===== src/sv/joint_trajectory_interpolator_core_macros.svh =====
// assertion macros shared by the joint trajectory interpolator rtl
// no dependencies; define NO_ASSERTIONS to compile the checks away
`ifndef JOINT_TRAJECTORY_INTERPOLATOR_CORE_MACROS_SVH
`define JOINT_TRAJECTORY_INTERPOLATOR_CORE_MACROS_SVH
`ifndef NO_ASSERTIONS
// same-cycle implication, checked outside reset
`define JTI_ASSERT_IMP(label, ante, cons) \
  label: assert property (@(posedge clk_i) disable iff (!rst_ni) (ante) |-> (cons)) \
    else $error("jti check failed");
// next-cycle implication, checked outside reset
`define JTI_ASSERT_NEXT(label, ante, cons) \
  label: assert property (@(posedge clk_i) disable iff (!rst_ni) (ante) |=> (cons)) \
    else $error("jti check failed");
`else
`define JTI_ASSERT_IMP(label, ante, cons)
`define JTI_ASSERT_NEXT(label, ante, cons)
`endif
`endif


===== src/sv/jti_pkg.sv =====
// shared constants and types of the joint trajectory interpolator
// no dependencies
package jti_pkg;

  // fixed field widths
  localparam int STEP_W      = 6;
  localparam int PROD_W      = 3 * STEP_W;
  localparam int JOINT_SLOTS = 6;

  // parameter defaults
  localparam int MAX_STEPS_DEF   = 63;
  localparam int ANGLE_BITS_DEF  = 16;
  localparam int JOINT_COUNT_DEF = 6;

  // configuration port
  localparam int CFG_ADDR_W = 3;
  localparam int CFG_DATA_W = 32;
  localparam logic [0:0] REG_NUM_STEPS = 1'b0;
  localparam logic [0:0] REG_PROFILE   = 1'b1;

  // blend profile codes
  localparam logic PROFILE_LINEAR = 1'b0;
  localparam logic PROFILE_CUBIC  = 1'b1;

  // control that travels alongside each waypoint
  typedef struct packed {
    logic              valid;
    logic [STEP_W-1:0] step;
    logic              last;
  } tag_t;

endpackage


===== src/sv/jti_lane.sv =====
// one joint lane: span times blend, rounding divide by 2*n^3, add start, saturate
// depends on jti_pkg; advances only on en_i
module jti_lane #(
  parameter int AngleBits = jti_pkg::ANGLE_BITS_DEF
) (
  input  logic                        clk_i,
  input  logic                        en_i,
  input  logic [jti_pkg::PROD_W-1:0]  p_i,
  input  logic [jti_pkg::PROD_W-1:0]  d_i,
  input  logic [AngleBits-1:0]        start_i,
  input  logic [AngleBits:0]          span_i,
  output logic [AngleBits-1:0]        way_o
);

  localparam int PW = jti_pkg::PROD_W;
  localparam int QW = AngleBits + 1;
  localparam int MW = AngleBits + PW + 2;
  localparam int XW = PW + AngleBits + 2;
  localparam int SW = XW + 1;
  localparam logic [AngleBits+1:0] Bias = (AngleBits+2)'(1) << AngleBits;

  logic signed [MW-1:0] prod_q;
  logic [PW-1:0]        d1_q;
  logic [XW-1:0]        x_q;
  logic [PW:0]          dd_q;
  logic [XW-1:0]        rem_q [QW];
  logic [QW-1:0]        quo_q [QW];
  logic [PW:0]          ddv_q [QW];
  logic [AngleBits-1:0] way_q;

  // span times blend numerator
  always_ff @(posedge clk_i) begin
    if (en_i) begin
      prod_q <= $signed({{(PW+1){span_i[AngleBits]}}, span_i}) *
                $signed({{(AngleBits+1){1'b0}}, p_i});
      d1_q   <= d_i;
    end
  end

  // biased dividend 2*span*p + d + 2d*2^bits, always positive
  logic [SW-1:0] x_sum;
  always_comb begin
    x_sum = {prod_q, 1'b0} + SW'(d1_q) + (SW'(d1_q) << (AngleBits + 1));
  end

  always_ff @(posedge clk_i) begin
    if (en_i) begin
      x_q  <= x_sum[XW-1:0];
      dd_q <= {d1_q, 1'b0};
    end
  end

  // restoring divide, one quotient bit per stage, msb first
  for (genvar k = 0; k < QW; k++) begin : g_div
    logic [XW-1:0] r_in;
    logic [PW:0]   dv_in;
    logic [XW-1:0] sub;
    logic [XW:0]   diff;
    logic          qbit;

    if (k == 0) begin : g_first
      assign r_in  = x_q;
      assign dv_in = dd_q;
    end else begin : g_next
      assign r_in  = rem_q[k-1];
      assign dv_in = ddv_q[k-1];
    end

    always_comb begin
      sub  = XW'(dv_in) << (QW - 1 - k);
      diff = {1'b0, r_in} - {1'b0, sub};
      qbit = !diff[XW];
    end

    always_ff @(posedge clk_i) begin
      if (en_i) begin
        rem_q[k] <= qbit ? diff[XW-1:0] : r_in;
        ddv_q[k] <= dv_in;
      end
    end

    if (k == 0) begin : g_q_first
      always_ff @(posedge clk_i) begin
        if (en_i) begin
          quo_q[k] <= {{(QW-1){1'b0}}, qbit};
        end
      end
    end else begin : g_q_next
      always_ff @(posedge clk_i) begin
        if (en_i) begin
          quo_q[k] <= {quo_q[k-1][QW-2:0], qbit};
        end
      end
    end
  end

  // remove bias, add start, clamp to the angle range
  logic [AngleBits+1:0] w_sum;
  logic [AngleBits-1:0] w_sat;
  always_comb begin
    w_sum = {{2{start_i[AngleBits-1]}}, start_i} + {1'b0, quo_q[QW-1]} - Bias;
    if (w_sum[AngleBits+1:AngleBits-1] == 3'b000 ||
        w_sum[AngleBits+1:AngleBits-1] == 3'b111) begin
      w_sat = w_sum[AngleBits-1:0];
    end else if (w_sum[AngleBits+1]) begin
      w_sat = {1'b1, {(AngleBits-1){1'b0}}};
    end else begin
      w_sat = {1'b0, {(AngleBits-1){1'b1}}};
    end
  end

  always_ff @(posedge clk_i) begin
    if (en_i) begin
      way_q <= w_sat;
    end
  end

  assign way_o = way_q;

endmodule


===== config.mk =====
export PLATFORM = sky130hd
export DESIGN_NAME = jti_lane
export DESIGN_NICKNAME = d
export VERILOG_FILES = /design/src/sv/joint_trajectory_interpolator_core_macros.svh /design/src/sv/jti_pkg.sv /design/src/sv/jti_lane.sv
export SDC_FILE = /design/constraint.sdc
export NUM_CORES = 2
export LEC_CHECK = 0
export BUFFER_PORTS_ARGS = -buffer_cell sky130_fd_sc_hd__buf_4
export CORE_MARGIN = 2
export CORE_UTILIZATION = 30
export CTS_CLUSTER_SIZE = 10
export DETAILED_ROUTE_END_ITERATION = 16
export HOLD_SLACK_MARGIN = 0.08
export PLACE_DENSITY_LB_ADDON = 0.25
export SLEW_MARGIN = 10
export SYNTH_ARGS = -nofsm -noshare
export SYNTH_HDL_FRONTEND = slang
export SYNTH_SLANG_ARGS = --single-unit
export TNS_END_PERCENT = 5

===== constraint.sdc =====
create_clock -name clk_i -period 27 [get_ports clk_i]
set_input_delay 8.1 -clock clk_i [delete_from_list [all_inputs] [get_ports clk_i]]
set_output_delay 8.1 -clock clk_i [all_outputs]
set_load 0.02 [all_outputs]

# Word level (Yosys, flattened, before mapping)
# Memory sizes are Yosys's and may differ from the RTL's.
# Cells that the tools add are included.
# Widths: inputs -> output; s select.
[op_classes] n_addsub=21 n_mul=1 n_eq_ne=1 n_mux=21 reduce_logical=19
[ops] cell="$mux 36" count=17
[ops] cell="$sub 36x19->37" count=1
[ops] cell="$sub 36x20->37" count=1
[ops] cell="$sub 36x21->37" count=1
[ops] cell="$sub 36x22->37" count=1
[ops] cell="$sub 36x23->37" count=1
[ops] cell="$sub 36x24->37" count=1
[ops] cell="$sub 36x25->37" count=1
[ops] cell="$sub 36x26->37" count=1
[ops] cell="$sub 36x27->37" count=1
[ops] cell="$sub 36x28->37" count=1
[ops] cell="$sub 36x29->37" count=1
[ops] cell="$sub 36x30->37" count=1
[ops] cell="$sub 36x31->37" count=1
[ops] cell="$sub 36x32->37" count=1
[ops] cell="$sub 36x33->37" count=1
[ops] cell="$sub 36x34->37" count=1
[ops] cell="$sub 36x35->37" count=1
[ops] cell="$add 36x18->36" count=1
[ops] cell="$add 36x35->36" count=1
[ops] cell="$mul 17x19->35" count=1
[ops] cell="$mux 16" count=2
[ops] cell="$add 18x17->18" count=1
[ops] cell="$sub 18x17->18 const B" count=1
[ops] cell="5 further kinds" count=22
[word_totals] register_bits=123 ramBits=1224 out_inout_bits=16 word_cells=71 n_memories=3
[memory_table] memory="rem_q" depth=17 word_bits=36 read_ports=16 rd_clocked_by_memory_dff=0 wr=17 line_no="jti_lane.sv:26" source="logic [XW-1:0] rem_q [QW];"
[memory_table] memory="ddv_q" depth=17 word_bits=19 read_ports=16 rd_clocked_by_memory_dff=0 wr=17 line_no="jti_lane.sv:28" source="logic [PW:0] ddv_q [QW];"
[memory_table] memory="quo_q" depth=17 word_bits=17 read_ports=17 rd_clocked_by_memory_dff=0 wr=17 line_no="jti_lane.sv:27" source="logic [QW-1:0] quo_q [QW];"

# Logic depth before layout (Yosys ltp)
# An unclocked memory read counts as a cell.
[logic_depth] depth_word=6 depth_mapped=25 depth_no_buf=23

# Worst setup path after synthesis
# No wires, ideal clock.
[synth_path] path_type="input to register" startpoint="in span_i[10]" endpoint="reg prod_q[34] (data pin)" setup_time_ps=260 arrival_ps=13819 required_time_ps=26740 slack_ps=12921 stages=23 n_path_buf=2 cell_sequence="clkbuf_1 > clkbuf_1 > nand2_1 > fa_1 > inv_1 > fa_1 > inv_1 > fa_1 > inv_1 > fa_1 > fa_1 > inv_1 > fa_1 > inv_1 > ha_1 > or3_1 > o221ai_1 > o211ai_1 > o22ai_1 > a211oi_1 > a211o_1 > a21oi_1 > xnor2_1"
[synth_between] elab_chain_cells=1
[synth_rtl] item="start: declaration" line_no="jti_lane.sv:11" source="input logic [AngleBits:0] span_i,"
[synth_rtl] item="$mul 17x19->35" line_no="jti_lane.sv:34" source="prod_q <= $signed({{(PW+1){span_i[AngleBits]}}, span_i}) *"
[synth_rtl] item="end signal: assignment" line_no="jti_lane.sv:34"
[synth_rtl] item="end: declaration" line_no="jti_lane.sv:22" source="logic signed [MW-1:0] prod_q;"
# Every way passes these cells.
# A chain may end at the register's enable or synchronous reset.

# Worst setup path after layout
[layout_path] startpoint="in p_i[2] (netlist bit)" endpoint="reg prod_q[33] (data pin)"
[layout_between] elab_chain_cells=1
[layout_rtl] item="start: declaration" line_no="jti_lane.sv:8" source="input logic [jti_pkg::PROD_W-1:0] p_i,"
[layout_rtl] item="$mul 17x19->35" line_no="jti_lane.sv:34"
# Every way passes these cells.

==> results.yml <==
yosys:
  yosysWarnings: 0
  ys.flop_type: "edfxtp_1"
  synth_nets: 6723
  avgSynthCellArea_sq_um: 11.5
  ys_seq_area_share_pct: 49.8
  synth_top_cell_by_area: "edfxtp_1"
  synth_top_area_share_pct: 49.8
  syn_inst: 5865
  ys_top_cells_by_area: "edfxtp_1 (50%), ha_1 (9.8%), fa_1 (7.6%), inv_1 (3.8%), nand2_1 (2.6%)"
  synth-edff-count: 1123
  netlist_area_sq_um: 67700
  synth_cell_types: 86
  async_flop_share_pct: 0
  synth_seq_cells: 1123
die:
  coreArea_sq_um: 224000
  die_y_microns: 479
  fp-row-count: 174
  initial_utilization_pct: 30.1
  die_w_microns: 479
  die_area_sq_um: 229000
  io_pins: 87
cells_and_area:
  syn_to_final_growth_pct: 11.8
  nFillCells: 22192
  design_area_sq_um: 75600
  drive_gt1_share_pct: 6.34
  fin_cells: 9021
  fin_nets: 6854
  diodes: 0
routing:
  wl_per_cell_microns: 15.2
  drtIter0Drc: 2074
  drt-total-wl_microns: 137000
  ant_nets: 0
  vias: 42538
  dr.pass1.iters: 5
  post-route-drc-count: 0
  avgViaCountPerCell: 4.72
critical_path:
  cp.arrival_ns: 14.31
  path_delay_family: "adder cells"
  path_buf_inv: 5
  crit_path_start: "p_i[2]"
  crit_path_end: "prod_q[33]"
  path_class: "in -> reg"
  crit_cells: 22
  critPathMaxFanout: 17
  r2r_cells: 11
  cp-start-kind: "primary input"
  setup.worst_path.end_class: "register"
  crit_path_top_delay_cell: "fa_1"
  worst_path_most_repeated_cell: "fa_1"
  worst-r2r-setup-slack_ns: 22.59
  worstPathCellList: "buf_4, and2_1, fa_1, inv_1, fa_1, inv_1, ha_1, fa_1, fa_1, inv_1, fa_1, inv_1, ha_1, a2111oi_0, o21ai_0, a41oi_1, a211oi_1, a21oi_1, nand3b_1, o31ai_1, o41ai_1, xnor2_1"
  reg2reg_to: "g_div[0].r_in[32]"
  cp_data_required_time_ns: 27.52
  r2r_start: "d1_q[6]"
  cp_slowest_stage_delay_ns: 0.55
clocking:
  clockBufferDepth: 3
  numCtsBuffers: 133
  cts_tree: "done"
  path_clk_slew_ns: 0.07
  cts_root_buffer: "clkbuf_16"
  holdBufCountCts: 0
  ctsResizeCount: 0
  htreeDepth: 4
  clock_latency_ns: 0.79
  post_cts_buffers: 0
  clock_sinks: 1123
timing:
  max_freq_mhz: 72.5
  setup_slack_ns: 13.21
  final.setup_skew_ns: 0.0452
  rsz0062_at_grt: "no"
  drv_slew: 0
  tns_ns: 0
  finalSetupViolCount: 0
  post-route-period-util_pct: 51.1
  hold_slack_ns: 0.383
  slew_headroom_pct: 12.2
  hold_violations: 0
  fin_crit_ns: 13.79
  worst_pin_slew_ns: 1.28
placed_design:
  placed_area_sq_um: 71800
  place_congestion: 0.832
  place_ws_ns: 12.43
  placed_cells: 8853
  numPortBuffers: 86
  dp_hpwl_microns: 102000
power_and_ir_drop:
  leakage_nw: 30.3
  power_density_nw_per_um2: 113
  vdd_drop_max_mv: 0.163
global_route:
  grt-ovfl-total: 0
  grt_pass1_wl_microns: 227000
  grt_util_all_layers_pct: 12.1
  grt_pass1_vias: 44675
  grt_max_degree: 111
  antenna_found_initial: 3
min_path:
  hold_class: "reg -> reg"
status:
  status: "finished clean"
job:
  max-cap-violations: 0
## through the flow
step | util [%] | power (mW)
finish | 33.7 | 8.58
detailed placement | 32.0 | 6.99
global placement | 32.0 | 6.95
CTS | 33.7 | 8.67
global route | 33.7 | 9.34
floorplan | - | 5.99
## state kept, by name (all words and copies together), names as in the netlist
register and flops:
d1_q 18, dd_q 17, ddv_q 272, g_div.r_in 36
prod_q 35, quo_q 153, rem_q 576, way_o 16
## kinds of logic after synthesis
| logic type | count (synthesis) | share of synthesized area [%] |
|---|---|---|
| AND/OR/NAND/NOR | 1512 | 11.0 |
| XOR/XNOR | 388 | 5.02 |
| multiplexers | 68 | 1.10 |
| adder cells (fa/ha/maj) | 787 | 17.4 |
| flip-flops | 1123 | 49.8 |
| AO/OA/AOI/OAI | 1184 | 11.1 |
| buffers and inverters | 803 | 4.51 |
## power by group
group          switching, mW  internal [mW]
Sequential             0.240           2.60
Combinational           2.34           1.79
Clock                  0.713          0.898
## worst reg2reg max path: cells and delay by family (launching register included)
family / cells / cell delay, ns
AOI/OAI and AO/OA: 7 / 2.39
adders and majority gates: 2 / 0.76
DFF: 1 / 0.60
and+or+nand+nor: 2 / 0.55
## Yosys cell counts, types with 6 or more instances
| library cell | n |
|---|---|
| edfxtp_1 | 1123 |
| inv_1 | 679 |
| ha_1 | 529 |
| nand2_1 | 474 |
| o21ai_0 | 336 |
| nor2_1 | 297 |
| a21oi_1 | 285 |
| fa_1 | 258 |
| xor2_1 | 195 |
| xnor2_1 | 193 |
| and2_1 | 166 |
| a21o_1 | 129 |
| nor3_1 | 107 |
| clkbuf_1 | 103 |
| nand2b_1 | 90 |
| o21a_1 | 85 |
| nor2b_1 | 72 |
| nand3_1 | 67 |
| mux2_2 | 51 |
| o31ai_1 | 48 |
| or3_1 | 45 |
| nor4_1 | 43 |
| a211oi_1 | 42 |
| a31oi_1 | 38 |
| o21bai_1 | 38 |
| and3_1 | 34 |
| or2_2 | 26 |
| o31a_1 | 22 |
| or4_1 | 20 |
| a2111oi_0 | 19 |
| o211ai_1 | 18 |
| mux2i_1 | 17 |
| nand4_1 | 17 |
| a21boi_0 | 13 |
| o41ai_1 | 13 |
| and4_1 | 10 |
| nand3b_1 | 10 |
| a211o_1 | 9 |
| a31o_2 | 9 |
| buf_2 | 9 |
| o22ai_1 | 9 |
| nor3b_1 | 8 |
| a22o_1 | 7 |
| or3b_2 | 6 |
## final cells by class
cell class                 count  area [sq um]  area share [%]
clock buffer                 144          3370            4.45
clock inverter                24           428           0.566
inverter                     682          2560            3.39
multi-input combinational   3939         30900            40.9
sequential                  1123         33700            44.6
tap                         2992          3740            4.95
timing repair buffer         117           886            1.17
## layout by cell type, fill, tap and decap left out, types with 116 or more instances in the layout
cell type / Yosys / layout
a21oi_1: 285 / 285
edfxtp_1: 1123 / 1123
xor2_1: 195 / 195
buf_4: 2 / 116
and2_1: 166 / 166
clkbuf_16: 0 / 133
a21o_1: 129 / 129
nand2_1: 474 / 474
o21ai_0: 336 / 336
inv_1: 679 / 679
ha_1: 529 / 529
fa_1: 258 / 258
nor2_1: 297 / 297
xnor2_1: 193 / 193
## metal layers
metal / up-vias / track usage [%] / part of all wire, %
met5: - / 0 / 0
met4: 0 / 4.37 / 2.9
met3: 249 / 1.76 / 3.1
met2: 634 / 22.2 / 51
met1: 20615 / 14.2 / 43
li1: 21040 / - / -
## how the worst min path moves through the flow
stage	startpoint	endpoint	slack, ns	cells after the start
finish	quo_q[0][122]	quo_q[0][140]	0.38	0
global route	quo_q[0][122]	quo_q[0][140]	0.40	0
CTS	quo_q[0][122]	quo_q[0][140]	0.38	0
detailed placement	quo_q[0][107]	quo_q[0][125]	0.40	0
global placement	g_div[0].r_in[14]	rem_q[0][14]	0.40	0
floorplan	quo_q[0][85]	quo_q[0][103]	0.40	0
(Power assumes the default switching activity.)
